==> config.mk <==
export PLATFORM = sky130hd
export DESIGN_NAME = mse_front
export DESIGN_NICKNAME = d
export VERILOG_FILES = /design/src/rtl/core/mse_pkg.sv /design/src/rtl/core/mse_front.sv
export SDC_FILE = /design/constraint.sdc
export NUM_CORES = 1
export LEC_CHECK = 0
export BUFFER_PORTS_ARGS = -buffer_cell sky130_fd_sc_hd__buf_2
export CORE_MARGIN = 4
export CORE_UTILIZATION = 40
export DETAILED_ROUTE_END_ITERATION = 8
export MAX_ROUTING_LAYER = met4
export SYNTH_ARGS = -nofsm -noshare
export SYNTH_HDL_FRONTEND = slang
export SYNTH_SLANG_ARGS = --single-unit
==> constraint.sdc <==
create_clock -name clock -period 8.3 [get_ports clock]
set_clock_uncertainty 0.05 [all_clocks]
set_input_delay 0.415 -clock clock [delete_from_list [all_inputs] [get_ports clock]]
set_output_delay 0.415 -clock clock [all_outputs]
set_load 0.02 [all_outputs]
==> src/rtl/core/mse_pkg.sv <==
// Shared types and constants for the MIPS subset executor.
// Holds instruction codes, request classes, queue entry and sequencer state types.
// Depends on nothing.
package mse_pkg;

   // Request modes as they arrive on the request channel.
   localparam logic [1:0] MODE_EXEC    = 2'd0;
   localparam logic [1:0] MODE_WRITE   = 2'd1;
   localparam logic [1:0] MODE_READ    = 2'd2;
   localparam logic [1:0] MODE_RESTART = 2'd3;

   // Primary opcodes.
   localparam logic [5:0] OP_SPECIAL = 6'd0;
   localparam logic [5:0] OP_REGIMM  = 6'd1;
   localparam logic [5:0] OP_J       = 6'd2;
   localparam logic [5:0] OP_JAL     = 6'd3;
   localparam logic [5:0] OP_BEQ     = 6'd4;
   localparam logic [5:0] OP_BNE     = 6'd5;
   localparam logic [5:0] OP_ADDI    = 6'd8;
   localparam logic [5:0] OP_ADDIU   = 6'd9;
   localparam logic [5:0] OP_ANDI    = 6'd12;
   localparam logic [5:0] OP_ORI     = 6'd13;
   localparam logic [5:0] OP_LUI     = 6'd15;
   localparam logic [5:0] OP_LH      = 6'd33;
   localparam logic [5:0] OP_LW      = 6'd35;
   localparam logic [5:0] OP_LBU     = 6'd36;
   localparam logic [5:0] OP_LHU     = 6'd37;
   localparam logic [5:0] OP_SB      = 6'd40;
   localparam logic [5:0] OP_SH      = 6'd41;
   localparam logic [5:0] OP_SW      = 6'd43;

   // Function codes of the special opcode.
   localparam logic [5:0] FN_SLL  = 6'd0;
   localparam logic [5:0] FN_SRL  = 6'd2;
   localparam logic [5:0] FN_SLLV = 6'd4;
   localparam logic [5:0] FN_SRLV = 6'd6;
   localparam logic [5:0] FN_JR   = 6'd8;
   localparam logic [5:0] FN_JALR = 6'd9;
   localparam logic [5:0] FN_ADD  = 6'd32;
   localparam logic [5:0] FN_ADDU = 6'd33;
   localparam logic [5:0] FN_SUB  = 6'd34;
   localparam logic [5:0] FN_SUBU = 6'd35;
   localparam logic [5:0] FN_AND  = 6'd36;
   localparam logic [5:0] FN_OR   = 6'd37;
   localparam logic [5:0] FN_XOR  = 6'd38;
   localparam logic [5:0] FN_NOR  = 6'd39;

   // Register-immediate branch selectors in the rt field.
   localparam logic [4:0] RT_BLTZ = 5'd0;
   localparam logic [4:0] RT_BGEZ = 5'd1;

   localparam logic [4:0]  LINK_REG   = 5'd31;
   localparam logic [31:0] KSEG_BASE  = 32'h8000_0000;
   localparam logic [31:0] ENTRY_PC_RESET = 32'h8000_0000;

   // Store sizes, coded as byte count minus one.
   localparam logic [1:0] SIZE_BYTE = 2'd0;
   localparam logic [1:0] SIZE_HALF = 2'd1;
   localparam logic [1:0] SIZE_WORD = 2'd3;

   typedef enum logic [1:0] {
      KIND_EXEC,
      KIND_WRITE,
      KIND_READ,
      KIND_RESTART
   } kind_type;

   typedef struct packed {
      kind_type    kind;
      logic [31:0] instr;
      logic [15:0] mem_addr;
      logic [31:0] mem_data;
   } item_type;

   typedef enum logic [1:0] {
      BK_IDLE,
      BK_EXEC,
      BK_LOAD
   } bk_state_type;

endpackage

==> src/rtl/core/mse_front.sv <==
// Front end of the MIPS subset executor: accepts and classifies requests.
// Buffers them in a two-entry queue for the back end. Depends on mse_pkg.
module mse_front (
   input  logic             clock,
   input  logic             reset,
   input  logic             req_valid,
   output logic             req_stall,
   input  logic [1:0]       req_mode,
   input  logic [31:0]      req_instr,
   input  logic [15:0]      req_mem_addr,
   input  logic [31:0]      req_mem_data,
   output logic             q_valid,
   output mse_pkg::item_type q_item,
   input  logic             q_pop
);

   mse_pkg::item_type entries_ff [2];
   logic              wr_ptr_ff;
   logic              rd_ptr_ff;
   logic [1:0]        count_ff;
   logic [1:0]        count_in;
   logic              push;
   mse_pkg::item_type new_item;

   // Classify the incoming request by its mode.
   always_comb begin
      new_item.instr    = req_instr;
      new_item.mem_addr = req_mem_addr;
      new_item.mem_data = req_mem_data;
      case (req_mode)
         mse_pkg::MODE_EXEC:    new_item.kind = mse_pkg::KIND_EXEC;
         mse_pkg::MODE_WRITE:   new_item.kind = mse_pkg::KIND_WRITE;
         mse_pkg::MODE_READ:    new_item.kind = mse_pkg::KIND_READ;
         default:               new_item.kind = mse_pkg::KIND_RESTART;
      endcase
   end

   // The queue stalls the channel only when both entries hold requests.
   assign req_stall = (count_ff == 2'd2);
   assign push      = req_valid && !req_stall;
   assign q_valid   = (count_ff != 2'd0);
   assign q_item    = entries_ff[rd_ptr_ff];

   always_comb begin
      count_in = count_ff;
      if (push && !q_pop) begin
         count_in = count_ff + 2'd1;
      end else if (!push && q_pop) begin
         count_in = count_ff - 2'd1;
      end
   end

   // Queue pointers and fill count.
   always_ff @(posedge clock) begin
      if (reset) begin
         wr_ptr_ff <= 1'b0;
         rd_ptr_ff <= 1'b0;
         count_ff  <= 2'd0;
      end else begin
         count_ff <= count_in;
         if (push) begin
            wr_ptr_ff <= !wr_ptr_ff;
         end
         if (q_pop) begin
            rd_ptr_ff <= !rd_ptr_ff;
         end
      end
   end

   // Queue storage.
   always_ff @(posedge clock) begin
      if (push) begin
         entries_ff[wr_ptr_ff] <= new_item;
      end
   end

endmodule

* Yosys cells after proc, flatten, opt, wreduce, memory -nomap -nowiden
Memory sizes are Yosys's and may differ from the RTL's. A register that Yosys moved wholly into a read port is not among the register bits. Cells that the tools add are included.
Word-level totals: input bits 86, bits in registers 4, word-level logic and storage cells 27, output and inout bits 84, bits in writable memories 164, memories kept 1
Operators by class: $add $sub $neg 2, equality and inequality tests 3, muxes and demuxes 7, reductions and logical operators 11
Memories:
- entries_ff | words 2, width 82, read ports 1, clocked after Yosys merged registers in 1, write ports 1, RTL line mse_front.sv:17 | mse_pkg::item_type entries_ff [2];
Operators by type and width (count):
- $pmux W2 S3 | 1
- $logic_not A1 Y1 | 5
- $eq A2 B2 Y1 const B | 2
- $mux W1 | 4
- $mux W2 | 2
- $reduce_bool A2 Y1 | 2
- $logic_and A1 B1 Y1 | 3
- $add A2 B1 Y2 const B | 1
- $eq A2 B1 Y1 const B | 1
- $logic_not A2 Y1 | 1
- $sub A2 B1 Y2 const B | 1

* Depth between registers and ports, before layout
Gate-level depths: netlist (run 1).
depth after elaboration 7, gate-level depth with buffers 6, mapped depth without buffers 6

* Worst setup path after synthesis (run 1)
OpenSTA, ideal clock, no wires.
kind register to register, from reg count_ff[1], to mem entries_ff[1][0] (netlist bit) (enable), setup time 0.450 ns, stages on the path, launching flop included 4, required time 7.800 ns, path slack 5.245 ns, data arrival time 2.556 ns, path buffers 0, period minus slack after synthesis 3.055 ns, path through dfxtp_1 > nor2b_2 > nor2_1 > and2_1
Between the ends: longest elaborated chain between the ends 5
RTL lines:
- start: declaration | RTL line mse_front.sv:20 | logic [1:0] count_ff;
- start signal: assignment | RTL line mse_front.sv:60 | count_ff <= count_in;
- $eq A2 B2 Y1 | RTL line mse_front.sv:39 | assign req_stall = (count_ff == 2'd2);
- net req_stall | RTL line mse_front.sv:7 | output logic req_stall,
- $logic_not A1 Y1 | RTL line mse_front.sv:40 | assign push = req_valid && !req_stall;
- $logic_and A1 B1 Y1 | RTL line mse_front.sv:40
- $mux W1 | RTL line mse_front.sv:72 | if (push) begin
- $mux W1 (not written as such) | RTL line mse_front.sv:73 | entries_ff[wr_ptr_ff] <= new_item;
- end: declaration | RTL line mse_front.sv:17
The timed path passes the listed nets, and every way through them passes these cells.

==> results of run 1 <==
==> final cells by class <==
class	count	area, µm²	share of cell area
Antenna cell	1	2.502	0.0003254
Clock buffer	20	436.7	0.05678
Clock inverter	9	80.08	0.01041
Inverter	3	12.51	0.001627
Multi-Input combinational cell	99	1033	0.1344
Sequential cell	169	5029	0.6539
Tap cell	188	235.2	0.03059
Timing Repair Buffer	171	860.8	0.1119
==> worst min path at each step <==
stage                                start           endpoint  cells after the start
after CTS                     req_instr[6]  entries_ff[0][54]                      1
final                     req_mem_data[17]  entries_ff[0][17]                      1
after detailed placement         rd_ptr_ff               flop                      2
after global routing          req_instr[6]  entries_ff[1][54]                      1
after floorplan                  wr_ptr_ff          wr_ptr_ff                      2
after global placement         count_ff[1]        count_ff[1]                      2
==> metrics by stage <==
stage,setup WS [ps],instance area [µm²]
after floorplan,5245,6172
after global placement,5764,7171
after detailed placement,5708,7171
after CTS,5608,7687
after global routing,5542,7690
final,5669,7690
==> cells in the final DEF (no fill, tap or decap), types with 3 or more instances in the layout <==
cell / instances
dfxtp_1: 4
mux2_2: 82
buf_2: 169
nor2_1: 4
clkinv_2: 4
clkbuf_16: 17
clkinvlp_4: 3
clkbuf_1: 3
edfxtp_1: 164
==> report_power, final <==
group	internal [mW]	switching (mW)	leakage (nW)
clock	0.405	0.296	0.245
combinational	0.119	0.185	1.05
sequential	1.04	0.0338	1.57
==> state kept, by name, summed over array words and instances (netlist names), named ones only <==
signal	count
rd_ptr_ff	1
entries_ff	164
count_ff	2
wr_ptr_ff	1
==> worst reg2reg max path, delay by kind of cell (launching register included) <==
| kind | cells | cell delay (ps) |
|---|---|---|
| simple gates | 2 | 530 |
| flops | 1 | 330 |
| buf+inv | 2 | 1170 |
==> layer usage <==
layer,up-vias,global-route usage,wire [µm]
met5,-,-,0
met4,0,0.06236,213
met3,15,0.04656,847
met2,108,0.2178,5656
met1,1531,0.1617,4831
li1,1461,-,-
==> cells by family (layout without fill, tap and decap cells) <==
group / after synthesis / after routing / share of synthesized area
flops: 169 / 169 / 0.8141
mux: 82 / 82 / 0.1496
buf+inv: 14 / 203 / 0.01885
simple gates: 9 / 9 / 0.007906
compound gates: 4 / 4 / 0.003244
xor+xnor: 3 / 3 / 0.004258
fa+ha+maj: 1 / 1 / 0.002027
other cells: 0 / 1 / 0
==> impl_metrics.csv, run 1 <==
group,metric,value,unit
die,fp.dieArea,0.01748,mm²
timing,finalCritPeriodShare,0.3170,
synth,synthFlopType,"edfxtp_1",
clock_tree,cts_hold_buffers,0,
placed_design,dp_cells,630,
die,start_util,0.4075,
die,core-area,0.01515,mm²
timing,setup_violations,0,
synth,syn-cell-area,0.006172,mm²
die,die_h,132.2,µm
setup_path,r2r_slack,5830,ps
timing,maxSlewViolCount,0,
synth,yosysUniqueCellTypes,17,
route,drc,0,
route,routed_via_density,4.720,
synth,ys_seq_elements,169,
synth,yosysTopAreaCell,"edfxtp_1",
clock_tree,cts_sinks,169,
clock_tree,cts-root-buf,"clkbuf_16",
synth,netlist_instances,282,
power,p_leak,2.866,nW
finish,fin_util,0.5077,
die,ios,170,
placed_design,io_buffers,169,
power,ir_worst_vdd,0.1726,mV
finish,drive_gt1_frac,0.6008,
global_route,grt_pass1_vias,3397,
synth,yosysWarnings,0,
setup_path,crit_cells,2,
global_route,grt_start_max_net_pins,83,
setup_path,crit_path_end,"q_item[53]",
global_route,grt-ovfl-total,0,
setup_path,endpoint_kind,"primary output",
setup_path,path_max_fanout,82,
finish,syn_to_final_growth,24.59,%
setup_path,path_cells,"mux2_2 -> buf_2",
clock_tree,cts_tree,"built",
power,finalPower,2.074,mW
route,ant_nets,0,
synth,synth_most_common_cell,"edfxtp_1",
clock_tree,cts_made_buffers,17,
synth,synth_top_area_frac,0.7979,
synth,ys_top_cells_by_count,"164 x edfxtp_1, 82 x mux2_2, 8 x buf_6",
setup_path,crit_required,7840,ps
global_route,grt_first_pass_wirelength,17910,µm
timing,holdWs,139.7,ps
flow_run,drv_cap,0,
timing,hold_violations,0,
timing,period_needed,2631,ps
synth,synth-edff-count,164,
route,vias,3115,
die,rows,45,
synth,synthArstFlopShare,0,
synth,syn_nets,369,
setup_path,slowest_delay,1040,ps
timing,worstMarginPinSlew,1140,ps
setup_path,cp_slowest_cell,"dfxtp_4",
clock_tree,clk_latency,410,ps
global_route,antenna_found_initial,1,
setup_path,r2r-end,"entries_ff[0][22]",
finish,fillers,1247,
synth,ys_seq_area_frac,0.8141,
clock_tree,cts_max_path_buffers,2,
setup_path,reg2regPathDepth,4,
route,drt_iter0_drc,160,
clock_tree,cts_resized,0,
timing,fin_setup_tns,0,ps
placed_design,hpwl,7353,µm
global_route,track_usage,0.1382,
setup_path,r2r-start,"count_ff[1]",
clock_tree,h-tree-depth,4,
setup_path,crit_arrival,2170,ps
synth,syn_avg_cell_area,21.89,µm²
finish,nets,548,
timing,fmax,380.1,MHz
route,wirelength,11550,µm
clock_tree,clk_pin_slew,60,ps
timing,max_slew_margin,0.2402,
route,post_drt_wl_per_cell,17.50,µm
run_status,status,"finished, final reports clean",
die,die_w,132.2,µm
setup_path,crit_buf_inv,1,
finish,instances_no_fill,660,
timing,rsz0062_at_grt,"no",
power,power_density,269.7,mW/mm²
setup_path,critical_path_class,"reg -> out",
synth,synth.area.top_cells,"edfxtp_1 80%, mux2_2 15%, dfxtp_1 1.6%",
clock_tree,cts_setup_buffers,0,
setup_path,start_kind,"flop",
placed_design,place.gp.congestion,0.7141,
setup_path,crit_family,"flip-flops",
worst_hold_path,min_path_type,"in -> reg",
route,dr.pass1.iters,4,
No activity file was read; power rests on OpenSTA's default activity.
==> run 2: changes to the inputs <==
--- a/config.mk
+++ b/config.mk
@@ -5,6 +5,7 @@
 export SDC_FILE = /design/constraint.sdc
 export NUM_CORES = 1
 export LEC_CHECK = 0
+export ABC_AREA = 1
 export BUFFER_PORTS_ARGS = -buffer_cell sky130_fd_sc_hd__buf_2
 export CORE_MARGIN = 4
 export CORE_UTILIZATION = 40
==> constraint.sdc (replaced) <==
create_clock -name clock -period 2.75 [get_ports clock]
set_clock_uncertainty 0.05 [all_clocks]
set_input_delay 0.1375 -clock clock [delete_from_list [all_inputs] [get_ports clock]]
set_output_delay 0.1375 -clock clock [all_outputs]
set_load 0.02 [all_outputs]
==> run 2 against run 1 <==
Sequential share of layout area is 9.7 points lower. Via count up 12%. Final cell count rose by 19%. Critical path depth grew 1. Die area increased by 5.9%. Count of clock-buffer cells in the layout increased by 1. Register-to-register slack worse by 5000 ps. Wire length up 6.8%.
==> impl_metrics.csv, run 2 <==
group,metric,value,unit
finish,layout_commonest_cell,"buf_2",
placed_design,place.gp.congestion,0.6792,
synth,synthArstFlopShare,0,
placed_design,io_buffers,169,
setup_path,crit_path_end,"q_item[39]",
finish,final_cell_mix,"169 x buf_2, 164 x edfxtp_1, 85 x dlygate4sd3_1",
power,finalPower,6.493,mW
power,p_comb_frac,0.164,
die,ios,170,
finish,instances_no_fill,788,
power,p_leak,3.608,nW
setup_path,start_kind,"flop",
placed_design,place_area,0.007609,mm²
die,die_w,136.1,µm
synth,ys_top_cells_by_count,"164 x edfxtp_1, 80 x mux2_4, 9 x inv_1",
die,die_h,136.1,µm
timing,fmax,468.1,MHz
power,power_density,719.5,mW/mm²
synth,netlist_instances,292,
finish,top_register,"entries_ff",
clock_tree,cts_sinks,169,
synth,ys_seq_elements,169,
power,p_sw,1.503,mW
route,wirelength,12330,µm
setup_path,crit_arrival,1950,ps
synth,synth_most_common_cell,"edfxtp_1",
global_route,grt_start_max_net_pins,47,
global_route,grt_pass1_vias,3731,
run_status,status,"finished, final reports clean",
timing,worst_slack,613.8,ps
global_route,antenna_found_initial,0,
finish,design_area,0.009024,mm²
finish,drive_gt1_frac,0.4983,
synth,synth_top_area_frac,0.7504,
global_route,track_usage,0.1390,
setup_path,r2r-start,"count_ff[1]",
setup_path,endpoint_kind,"primary output",
setup_path,crit_required,2560,ps
finish,reg_top3,"entries_ff (164), count_ff (2)",
die,rows,46,
power,seqPwrFrac,0.484,
die,start_util,0.4102,
finish,syn_to_final_growth,37.50,%
finish,largest_reg_flops,164,
die,fp.dieArea,0.01852,mm²
timing,period_needed,2136,ps
setup_path,crit_buf_inv,2,
setup_path,cp_slowest_cell,"dfxtp_4",
setup_path,path_cells,"buf_12 -> mux2_4 -> buf_2",
synth,yosysWarnings,0,
clock_tree,cts_made_buffers,17,
synth,yosysTopAreaCell,"edfxtp_1",
placed_design,hpwl,7994,µm
clock_tree,clk_pin_slew,60,ps
flow_run,drv_cap,0,
setup_path,critical_path_class,"reg -> out",
route,ant_nets,0,
route,drc,0,
synth,syn_avg_cell_area,22.47,µm²
timing,maxSlewViolCount,0,
synth,synthFlopType,"edfxtp_1",
power,pwr-share-clk,0.352,
synth,synth-edff-count,164,
power,ir_worst_vdd,0.3842,mV
clock_tree,h-tree-depth,4,
setup_path,path_max_fanout,30,
clock_tree,cts_tree,"built",
route,post_drt_wl_per_cell,15.65,µm
route,dr.pass1.iters,4,
synth,syn-cell-area,0.006563,mm²
synth,ys_seq_area_frac,0.7657,
finish,nets,648,
power,p_int,4.990,mW
timing,worstMarginPinSlew,649.9,ps
placed_design,dp_cells,673,
synth,syn_nets,379,
timing,finalCritPeriodShare,0.7768,
global_route,grt-ovfl-total,0,
timing,fin_setup_tns,0,ps
placed_design,pre_cts_ws,801.1,ps
route,vias,3486,
clock_tree,cts_max_path_buffers,2,
power,sw_frac_of_total,0.2315,
finish,diodes,0,
finish,fillers,1268,
timing,holdWs,214.8,ps
synth,synth.area.top_cells,"edfxtp_1 75%, mux2_4 18%, buf_12 2.4%",
worst_hold_path,min_path_type,"in -> reg",
timing,rsz0062_at_grt,"no",
global_route,grt_first_pass_wirelength,18930,µm
timing,hold_violations,0,
clock_tree,cts-root-buf,"clkbuf_16",
route,drt_iter0_drc,90,
setup_path,r2r-end,"entries_ff[1][26]",
timing,max_slew_margin,0.5668,
timing,setup_violations,0,
setup_path,crit_cells,3,
clock_tree,clk_latency,410,ps
clock_tree,cts_setup_buffers,0,
setup_path,slowest_delay,690,ps
synth,yosysUniqueCellTypes,17,
finish,fin_util,0.5640,
setup_path,reg2regPathDepth,4,
setup_path,crit_family,"flip-flops",
route,routed_via_density,4.424,
setup_path,r2r_slack,840,ps
clock_tree,cts_resized,0,
die,core-area,0.01600,mm²
[run 2: cell count changes in the layout (fill, tap and decap cells not counted), moves of 3 or more]
cell / delta
nand2_1: +5
dlygate4sd3_1: +85
mux2_2: -80
buf_12: +3
inv_1: +7
mux2_4: +80
[run 2: logic make-up after synthesis]
logic type,count (synthesis),share of synthesized area
flip-flops,169,0.7657
multiplexers,82,0.1865
AO/OA/AOI/OAI,4,0.003049
buffers and inverters,20,0.03241
adder cells (fa/ha/maj),1,0.001906
XOR/XNOR,1,0.001335
AND/OR/NAND/NOR,15,0.009152
[run 2: worst min path at each step]
stage / slack, ps / from / end / depth (start not counted)
2_1_floorplan: 160 / reset / flop / 1
3_3_place_gp: 280 / req_mem_addr[8] / entries_ff[0][40] / 1
3_5_place_dp: 280 / req_mem_addr[8] / entries_ff[1][40] / 1
4_1_cts: 190 / req_valid / wr_ptr_ff / 4
5_1_grt: 240 / req_valid / wr_ptr_ff / 4
6_report: 210 / req_valid / wr_ptr_ff / 4
[run 2: area by class of cell]
| cell class | instances | area [µm²] | share of cell area |
|---|---|---|---|
| clock buffers | 21 | 440.4 | 0.04881 |
| flip-flops and latches | 169 | 5029 | 0.5573 |
| repair buffers | 261 | 1787 | 0.1980 |
| well taps | 216 | 270.3 | 0.02995 |
| inverters | 9 | 33.78 | 0.003744 |
| multi-input cells | 103 | 1340 | 0.1485 |
| clock inverters | 9 | 123.9 | 0.01373 |
[run 2: power groups by stage]
stage / Clock, mW / Combinational, mW / Sequential [mW]
6_report: 2.28 / 1.07 / 3.14
2_1_floorplan: 0 / 0.715 / 3.17
3_5_place_dp: 0 / 0.984 / 3.20
4_1_cts: 2.36 / 1.08 / 3.15
5_1_grt: 2.46 / 1.14 / 3.16
3_3_place_gp: 0 / 0.973 / 3.19
[run 2: layer usage]
layer / GRT usage / vias to the layer above / routed length, µm
li1: - / 1668 / -
met1: 0.1692 / 1697 / 5303
met2: 0.2199 / 111 / 6054
met3: 0.04848 / 10 / 856
met4: 0.04255 / 0 / 116
met5: - / - / 0
[run 2: timing repair]
| item | CTS | global route |
|---|---|---|
| hold buffers | 85 | 0 |
| endpoints found under the hold margin | 168 | 0 |
| setup endpoints to repair | 0 | 0 |
[run 2: worst reg2reg max path, cell delays in order (launching register included)]
cell	delay [ps]
dfxtp_1	320
inv_1	110
o21ai_1	180
nor2_4	510
buf_4	410
